`config.mk`:
```
export PLATFORM = sky130hd
export DESIGN_NAME = ttl_card_cache
export DESIGN_NICKNAME = d
export VERILOG_FILES = /design/src/rtl/ttlc_pkg.sv /design/src/rtl/ttl_card_cache.sv
export SDC_FILE = /design/constraint.sdc
export NUM_CORES = 2
export LEC_CHECK = 0
export BUFFER_PORTS_ARGS = -buffer_cell sky130_fd_sc_hd__buf_2
export CORE_AREA = 5 5 377 379
export CTS_CLUSTER_DIAMETER = 50
export DETAILED_ROUTE_END_ITERATION = 12
export DIE_AREA = 0 0 382 384
export PLACE_DENSITY = 0.69
export SKIP_CTS_REPAIR_TIMING = 1
export SYNTH_ARGS = -nofsm -noshare
export SYNTH_HDL_FRONTEND = slang
export SYNTH_SLANG_ARGS = --single-unit
export TNS_END_PERCENT = 20
```
`constraint.sdc`:
```
create_clock -name i_clk -period 11.5 [get_ports i_clk]
set_clock_uncertainty 0.05 [all_clocks]
set_input_delay 1.15 -clock i_clk [delete_from_list [all_inputs] [get_ports i_clk]]
set_output_delay 1.15 -clock i_clk [all_outputs]
set_load 0.05 [all_outputs]
```
`src/rtl/ttlc_pkg.sv`:
```
// Package for the TTL card cache: command codes, controller states and
// field widths. No dependencies; imported by ttl_card_cache.
package ttlc_pkg;

    localparam int unsigned UID_W      = 56;
    localparam int unsigned FLAGS_W    = 2;
    localparam int unsigned TIME_W     = 32;
    localparam int unsigned IDX_W      = 8;
    localparam int unsigned CAPACITY_D = 16;
    localparam logic [TIME_W-1:0] TTL_RESET = 32'd60000;

    typedef enum logic [1:0] {
        CMD_LOOKUP = 2'd0,
        CMD_INSERT = 2'd1,
        CMD_PURGE  = 2'd2,
        CMD_READ   = 2'd3
    } t_cmd;

    typedef enum logic [1:0] {
        ST_IDLE,
        ST_SCAN,
        ST_RDREQ,
        ST_FINISH
    } t_state;

endpackage

```
`src/rtl/ttl_card_cache.sv`:
```
// TTL card cache top level: entry store in two synchronous memories with
// a scan/modify/write-back controller. Depends on ttlc_pkg.
//
// Usage:
//   Input channel (i_in_valid / o_in_ready) carries one command per transfer:
//   lookup, insert, purge all, or read entry by index. Each command gives
//   exactly one result on the output channel (o_out_valid / i_out_ready).
//   The config channel (i_cfg_valid / o_cfg_ready) writes time_to_live; it is
//   always ready and should only be used while the block is idle.
//   Lookup and insert scan every entry once through the memory read port,
//   one entry per cycle with a registered read, then load their result in
//   the finish state. Read by index passes the read request state first;
//   purge goes straight to finish. One command is worked on at a time;
//   the next is taken once the previous result sits in the output register.
//   Reset clears the per-entry valid bits at once, so every entry reads as
//   zero straight after reset; no clearing pass. Purge clears all expiry
//   valid bits at once.
//   If the receiver stalls, the result is held in the output register and
//   a finished command waits (with its write-back) until the register frees.
module ttl_card_cache
    import ttlc_pkg::*;
#(
    parameter int unsigned CAPACITY = CAPACITY_D
) (
    input  logic                 i_clk,
    input  logic                 i_rst_n,
    input  logic                 i_cfg_valid,
    output logic                 o_cfg_ready,
    input  logic [TIME_W-1:0]    i_cfg_data,
    input  logic                 i_in_valid,
    output logic                 o_in_ready,
    input  logic [1:0]           i_cmd,
    input  logic [TIME_W-1:0]    i_now,
    input  logic [UID_W-1:0]     i_card_uid,
    input  logic [FLAGS_W-1:0]   i_card_flags,
    input  logic [IDX_W-1:0]     i_entry_index,
    output logic                 o_out_valid,
    input  logic                 i_out_ready,
    output logic                 o_hit,
    output logic [UID_W-1:0]     o_out_uid,
    output logic [FLAGS_W-1:0]   o_out_flags,
    output logic                 o_index_out_of_range
);

    localparam int unsigned IW = (CAPACITY > 1) ? $clog2(CAPACITY) : 1;
    localparam int unsigned CW = $clog2(CAPACITY + 1);
    localparam logic [IW-1:0] LAST_IDX = IW'(CAPACITY - 1);
    localparam int unsigned CARD_W = UID_W + FLAGS_W;

    // storage
    logic [CARD_W-1:0] mem_card [CAPACITY];
    logic [TIME_W-1:0] mem_exp  [CAPACITY];
    logic [CAPACITY-1:0] r_card_vld;
    logic [CAPACITY-1:0] r_exp_vld;

    // control and captured command
    t_state r_state, n_state;
    t_cmd   r_cmd;
    logic [TIME_W-1:0]  r_ttl;
    logic [TIME_W-1:0]  r_now;
    logic [UID_W-1:0]   r_uid;
    logic [FLAGS_W-1:0] r_flags;
    logic [IDX_W-1:0]   r_eidx;
    logic               r_in_range;

    // read side
    logic [CW-1:0]     r_addr;
    logic              r_rd_v;
    logic [IW-1:0]     r_rd_idx;
    logic [CARD_W-1:0] r_q_card;
    logic [TIME_W-1:0] r_q_exp;
    logic              r_q_cv;
    logic              r_q_ev;

    // scan results
    logic               r_found;
    logic [IW-1:0]      r_hit_idx;
    logic [UID_W-1:0]   r_hit_uid;
    logic [FLAGS_W-1:0] r_hit_flags;
    logic               r_free_f;
    logic [IW-1:0]      r_free_idx;
    logic [TIME_W-1:0]  r_min_exp;
    logic [IW-1:0]      r_min_idx;

    // output register
    logic               r_out_valid;
    logic               r_o_hit;
    logic [UID_W-1:0]   r_o_uid;
    logic [FLAGS_W-1:0] r_o_flags;
    logic               r_o_oor;

    logic               w_in_xfer;
    logic               w_out_free;
    logic               w_finish;
    logic               w_rd_en;
    logic [IW-1:0]      w_raddr;
    logic               w_card_we;
    logic               w_exp_we;
    logic [IW-1:0]      w_widx;
    logic [TIME_W-1:0]  w_renewed;
    logic [CARD_W-1:0]  w_card;
    logic [TIME_W-1:0]  w_exp;
    logic               w_live;
    logic               w_match;
    logic               w_n_hit;
    logic [UID_W-1:0]   w_n_uid;
    logic [FLAGS_W-1:0] w_n_flags;
    logic               w_n_oor;
    logic               w_purge;

    assign o_cfg_ready = 1'b1;
    assign o_in_ready  = (r_state == ST_IDLE);
    assign w_in_xfer   = i_in_valid && o_in_ready;
    assign w_out_free  = !r_out_valid || i_out_ready;
    assign w_finish    = (r_state == ST_FINISH) && w_out_free;
    assign w_renewed   = r_now + r_ttl;

    // entries never written read as zero
    assign w_card  = r_q_cv ? r_q_card : '0;
    assign w_exp   = r_q_ev ? r_q_exp : '0;
    assign w_live  = (w_exp >= r_now);
    assign w_match = w_live && (w_card[CARD_W-1:FLAGS_W] == r_uid);

    always_comb begin
        n_state   = r_state;
        w_rd_en   = 1'b0;
        w_raddr   = r_addr[IW-1:0];
        w_card_we = 1'b0;
        w_exp_we  = 1'b0;
        w_widx    = r_hit_idx;
        w_purge   = 1'b0;
        w_n_hit   = 1'b0;
        w_n_uid   = '0;
        w_n_flags = '0;
        w_n_oor   = 1'b0;
        unique case (r_state)
            ST_IDLE: begin
                if (w_in_xfer) begin
                    unique case (t_cmd'(i_cmd))
                        CMD_LOOKUP, CMD_INSERT: n_state = ST_SCAN;
                        CMD_PURGE:              n_state = ST_FINISH;
                        CMD_READ:               n_state = ST_RDREQ;
                        default:                n_state = ST_FINISH;
                    endcase
                end
            end
            ST_SCAN: begin
                w_rd_en = (r_addr < CW'(CAPACITY));
                if (r_rd_v && (r_rd_idx == LAST_IDX)) begin
                    n_state = ST_FINISH;
                end
            end
            ST_RDREQ: begin
                w_rd_en = r_in_range;
                w_raddr = r_eidx[IW-1:0];
                n_state = ST_FINISH;
            end
            ST_FINISH: begin
                unique case (r_cmd)
                    CMD_LOOKUP, CMD_INSERT: begin
                        if (r_found) begin
                            w_exp_we  = w_finish;
                            w_n_hit   = 1'b1;
                            w_n_uid   = r_hit_uid;
                            w_n_flags = r_hit_flags;
                        end else if (r_cmd == CMD_INSERT) begin
                            w_exp_we  = w_finish;
                            w_card_we = w_finish;
                            w_widx    = r_free_f ? r_free_idx : r_min_idx;
                        end
                    end
                    CMD_PURGE: w_purge = w_finish;
                    CMD_READ: begin
                        if (r_in_range) begin
                            w_n_uid   = w_card[CARD_W-1:FLAGS_W];
                            w_n_flags = w_card[FLAGS_W-1:0];
                        end else begin
                            w_n_oor = 1'b1;
                        end
                    end
                    default: ;
                endcase
                if (w_out_free) begin
                    n_state = ST_IDLE;
                end
            end
            default: n_state = ST_IDLE;
        endcase
    end

    always_ff @(posedge i_clk) begin
        if (!i_rst_n) begin
            r_state <= ST_IDLE;
        end else begin
            r_state <= n_state;
        end
    end

    // memories
    always_ff @(posedge i_clk) begin
        if (w_card_we) begin
            mem_card[w_widx] <= {r_uid, r_flags};
        end
        if (w_rd_en) begin
            r_q_card <= mem_card[w_raddr];
        end
    end

    always_ff @(posedge i_clk) begin
        if (w_exp_we) begin
            mem_exp[w_widx] <= w_renewed;
        end
        if (w_rd_en) begin
            r_q_exp <= mem_exp[w_raddr];
        end
    end

    // valid bits, config register, read pipe control, output valid
    always_ff @(posedge i_clk) begin
        if (!i_rst_n) begin
            r_card_vld  <= '0;
            r_exp_vld   <= '0;
            r_ttl       <= TTL_RESET;
            r_rd_v      <= 1'b0;
            r_out_valid <= 1'b0;
        end else begin
            if (i_cfg_valid && o_cfg_ready) begin
                r_ttl <= i_cfg_data;
            end
            if (w_card_we) begin
                r_card_vld[w_widx] <= 1'b1;
            end
            if (w_purge) begin
                r_exp_vld <= '0;
            end else if (w_exp_we) begin
                r_exp_vld[w_widx] <= 1'b1;
            end
            r_rd_v <= w_rd_en && (r_state == ST_SCAN);
            if (w_finish) begin
                r_out_valid <= 1'b1;
            end else if (i_out_ready) begin
                r_out_valid <= 1'b0;
            end
        end
    end

    // command capture, scan bookkeeping, result payload
    always_ff @(posedge i_clk) begin
        if (w_rd_en) begin
            r_q_cv   <= r_card_vld[w_raddr];
            r_q_ev   <= r_exp_vld[w_raddr];
            r_rd_idx <= w_raddr;
        end
        if (r_state == ST_SCAN && w_rd_en) begin
            r_addr <= r_addr + CW'(1);
        end
        if (w_in_xfer) begin
            r_cmd      <= t_cmd'(i_cmd);
            r_now      <= i_now;
            r_uid      <= i_card_uid;
            r_flags    <= i_card_flags;
            r_eidx     <= i_entry_index;
            r_in_range <= ({1'b0, i_entry_index} < (IDX_W + 1)'(CAPACITY));
            r_addr     <= '0;
            r_found    <= 1'b0;
            r_free_f   <= 1'b0;
        end else if (r_state == ST_SCAN && r_rd_v) begin
            if (w_match && !r_found) begin
                r_found     <= 1'b1;
                r_hit_idx   <= r_rd_idx;
                r_hit_uid   <= w_card[CARD_W-1:FLAGS_W];
                r_hit_flags <= w_card[FLAGS_W-1:0];
            end
            if (!w_live && !r_free_f) begin
                r_free_f   <= 1'b1;
                r_free_idx <= r_rd_idx;
            end
            // strict compare keeps the lowest index on ties
            if ((r_rd_idx == '0) || (w_exp < r_min_exp)) begin
                r_min_exp <= w_exp;
                r_min_idx <= r_rd_idx;
            end
        end
        if (w_finish) begin
            r_o_hit   <= w_n_hit;
            r_o_uid   <= w_n_uid;
            r_o_flags <= w_n_flags;
            r_o_oor   <= w_n_oor;
        end
    end

    assign o_out_valid          = r_out_valid;
    assign o_hit                = r_o_hit;
    assign o_out_uid            = r_o_uid;
    assign o_out_flags          = r_o_flags;
    assign o_index_out_of_range = r_o_oor;

    // a range error never comes with a card or a hit
    a_oor_empty: assert property (@(posedge i_clk) disable iff (!i_rst_n)
        (r_out_valid && r_o_oor) |-> (!r_o_hit && r_o_uid == '0 && r_o_flags == '0))
        else $error("range error result carries card data");

    // purge leaves no live expiry behind
    a_purge_clears: assert property (@(posedge i_clk) disable iff (!i_rst_n)
        w_purge |=> (r_exp_vld == '0))
        else $error("expiry valid bits survive purge");

    // the store is written only on the cycle a result is loaded
    a_write_on_finish: assert property (@(posedge i_clk) disable iff (!i_rst_n)
        (w_card_we || w_exp_we) |-> (w_finish && !w_rd_en))
        else $error("store written outside result load");

    // input is taken only with no scan read in flight
    a_idle_no_read: assert property (@(posedge i_clk) disable iff (!i_rst_n)
        w_in_xfer |-> (!r_rd_v && !w_rd_en))
        else $error("command taken while memory read pending");

endmodule

```
==> PnR_summary.wiki <==
{| class="wikitable"
! Metric !! Value
|-
| Max-slew headroom at the worst pin || 0.103
|-
| Post-route setup slack || 5.97 ns
|-
| Area growth syn-to-layout || 12.4%
|-
| FF+latch area || approximately 0.055 mm²
|-
| Nets || a little over 6000
|-
| Io pins || 200
|-
| Via total after detailed routing || 48300
|-
| Worst Hold Class || register to register
|-
| Transition time of the tightest slew-check pin || between 1 and 1.5 ns
|-
| Core area || between 0.1 and 0.15 mm²
|-
| Min Tclk post-route || ~5.5 ns
|-
| Post-synth top area cell || edfxtp_1
|-
| Overall routing resource usage || 0.264
|-
| Capturing element type of the critical path || register
|-
| Starting DRT DRC Count || 5895
|-
| Worst-path clk slew || roughly 0.060 ns
|-
| Leading post-synthesis cells by instance count || 1795 x edfxtp_1, 1517 x nand2_1, 767 x nand3_1
|-
| PwrDens || about 220 mW/mm²
|-
| Crit path arrival time || slightly above 6 ns
|-
| CP Data Required Time || 12.11 ns
|-
| Buffers on Ports || ~200
|-
| Via count normalized by instance count || 6.11
|-
| Global-route wire length before repair || 292000 µm
|-
| Top-area cell type share of the netlist area || 0.715
|-
| RSZ-0062 raised after global routing || false
|-
| Status || complete, no violations
|-
| Share of async-settable or async-resettable flops after synthesis || 0
|-
| Cell Area, Synth || 0.0754 mm²
|-
| Mean area per synthesized cell || 13.0 µm²
|-
| Highest ir drop seen on vdd || between 150 and 200 µV
|-
| WL final || ~200000 µm
|-
| Final Max Slew Viols || 0
|-
| Setup crit start kind || register
|-
| Max-capacitance violation count || 0
|-
| CTS tree || built
|-
| Multi-input combinational cell area || approximately 0.019 mm²
|-
| Max Clock Freq || 181 MHz
|-
| Pre-antenna DRT Iters || 6
|-
| Post-detailed-route count of antenna-violating nets || 0
|-
| CTS Buf Count || 194
|-
| RR Endpoint || r_q_exp[0]
|-
| Maximum fanout along the worst path || 82
|-
| Number of levels the H-tree was split into || 4
|-
| Net count after synthesis || roughly 6000
|-
| Final Cycle Share || 0.481
|-
| Initial core utilization || 0.544
|-
| CP Launch Point || r_state[0]
|-
| Sequential area share after synthesis || 0.735
|-
| Number of flip-flops and latches in the synthesized netlist || approximately 1900
|-
| Initial antenna violation count || 3
|-
| Number of cells traversed by the worst register-to-register path || 12
|-
| Final total negative setup slack || 0 ns
|-
| Standby leakage power || 29.8 nW
|-
| Number of flops mapped to enable cells by yosys || 1795
|-
| Syn. warnings || 0
|-
| Root buffer cell || clkbuf_16
|-
| Std-Cell Rows || 137
|-
| Maximum number of pins on one net before global-route repair || between 200 and 250
|-
| Setup slack, reg-to-reg || between 5 and 6 ns
|-
| Vertical extent of the die || about 380 µm
|-
| Post-Place Worst Slack || between 6 and 7 ns
|-
| Detail Placement HPWL || around 100000 µm
|-
| Setup crit end || r_q_exp[0]
|-
| Synth Instances || 5791
|-
| Dominant register cell in the synthesized netlist || edfxtp_1
|-
| Maximum count of clock buffers along a single path || 3
|-
| Final weighted congestion in routability-driven placement || about 0.82
|-
| Critical Setup Path Class || register to register
|-
| Setup violation total in the final timing report || 0
|-
| Routed wire per std cell || about 25 µm
|-
| Number of global-route vias before repair || between 40000 and 50000
|-
| Fraction of final layout cells sized beyond drive strength 1 || 0.103
|-
| Hold Fails Final Rpt || 0
|-
| Clock sink count || 1870
|-
| Count of cell types in the netlist || a little over 70
|-
| Total grt overflow || 0
|-
| # fillers || about 10000
|-
| Top post-synthesis cells by area || edfxtp_1 72%, nand2_1 7.6%, nand3_1 5.1%, a311oi_1 2.1%, dfxtp_1 2.0%
|-
| Startpoint of the worst register-to-register path || r_state[0]
|-
| DR DRC count || 0
|-
| Die X-Extent || between 300 and 400 µm
|-
| DIE AREA || approximately 0.15 mm²
|-
| Skew-Pair Late Insertion Delay || roughly 0.83 ns
|-
| Most numerous cell in the Yosys netlist || edfxtp_1
|}
## through the flow
stage,power (W),cell area [µm²],std cells,hold WS (ns),utilization
6_report,0.0186,84700,7908,0.420,0.612
5_1_grt,0.0194,84700,7906,0.397,0.612
4_1_cts,0.0186,84700,7906,0.378,0.612
3_5_place_dp,0.0126,78500,7554,0.407,0.567
3_3_place_gp,0.0125,78500,7554,0.399,0.567
2_1_floorplan,0.0113,75400,5791,0.390,-
## worst max-delay path: stages, from the launching register on
cell and delay, ns:
dfxtp_1 0.33, inv_1 0.09, ha_1 0.49, mux2i_4 0.30
buf_4 0.62, buf_4 0.78, buf_4 0.80, buf_4 0.79
nand2_1 0.13, and3_1 0.20, a311oi_1 0.26, a311oi_1 0.09
a31oi_1 0.20
## final cells by class
cell class              instances  share of cell area
diodes                          2           0.0000591
inverters                     109             0.00510
clock buffers                 248              0.0604
flip-flops and latches       1870               0.654
well taps                    1807              0.0267
repair buffers                300              0.0218
multi-input cells            3468               0.219
clock inverters               104              0.0126
## state kept, by name, summed over array words and instances (netlist names), 16 cells and up
name and cells:
r_min_exp 32, o_out_uid 56, r_exp_vld 16, r_now 32, mem_exp 512, r_q_card 58, r_hit_uid 56, r_uid 56
r_ttl 32, r_q_exp 32, mem_card 928, r_card_vld 16
## logic make-up after synthesis
| logic type | Yosys count | synth area share |
|---|---|---|
| compound gates | 557 | 0.0563 |
| xor+xnor | 49 | 0.00569 |
| fa+ha+maj | 98 | 0.0164 |
| buf+inv | 453 | 0.0232 |
| flops | 1870 | 0.735 |
| mux | 43 | 0.00584 |
| other cells | 1 | 0.0000497 |
| simple gates | 2720 | 0.158 |
## metal layers
| metal | share of wire | vias to the layer above | global-route usage |
|---|---|---|---|
| li1 | - | 21600 | - |
| met1 | 0.41 | 23900 | 0.385 |
| met2 | 0.46 | 2512 | 0.408 |
| met3 | 0.11 | 330 | 0.0545 |
| met4 | 0.025 | 0 | 0.0743 |
| met5 | 0 | - | 0 |
## placed cells by master, fill, tap and decap left out, types with 99 or more instances in the layout
master / netlist / routed
and3_1: 99 / 99
nor2_1: 168 / 136
clkbuf_16: 0 / 194
buf_2: 38 / 198
nand2_1: 1517 / 1517
nand3_1: 767 / 767
inv_1: 107 / 105
a311oi_1: 185 / 185
edfxtp_1: 1795 / 1795
## power breakdown
part	switching, W	total [W]	internal (W)
clock network	0.00265	0.00603	0.00338
logic	0.00282	0.00392	0.00110
registers	0.000357	0.00864	0.00828
total	0.00583	0.0186	0.0128
## worst min path at each step
stage,from,endpoint,depth (start not counted)
after global placement,r_card_vld[0],r_card_vld[0],2
after floorplan,r_card_vld[0],r_card_vld[0],2
after global routing,i_card_uid[42],r_uid[42],1
after detailed placement,r_exp_vld[6],r_exp_vld[6],2
final,r_exp_vld[10],r_exp_vld[10],2
after CTS,i_card_uid[42],r_uid[42],1
Power figures use the tool's default switching activity.
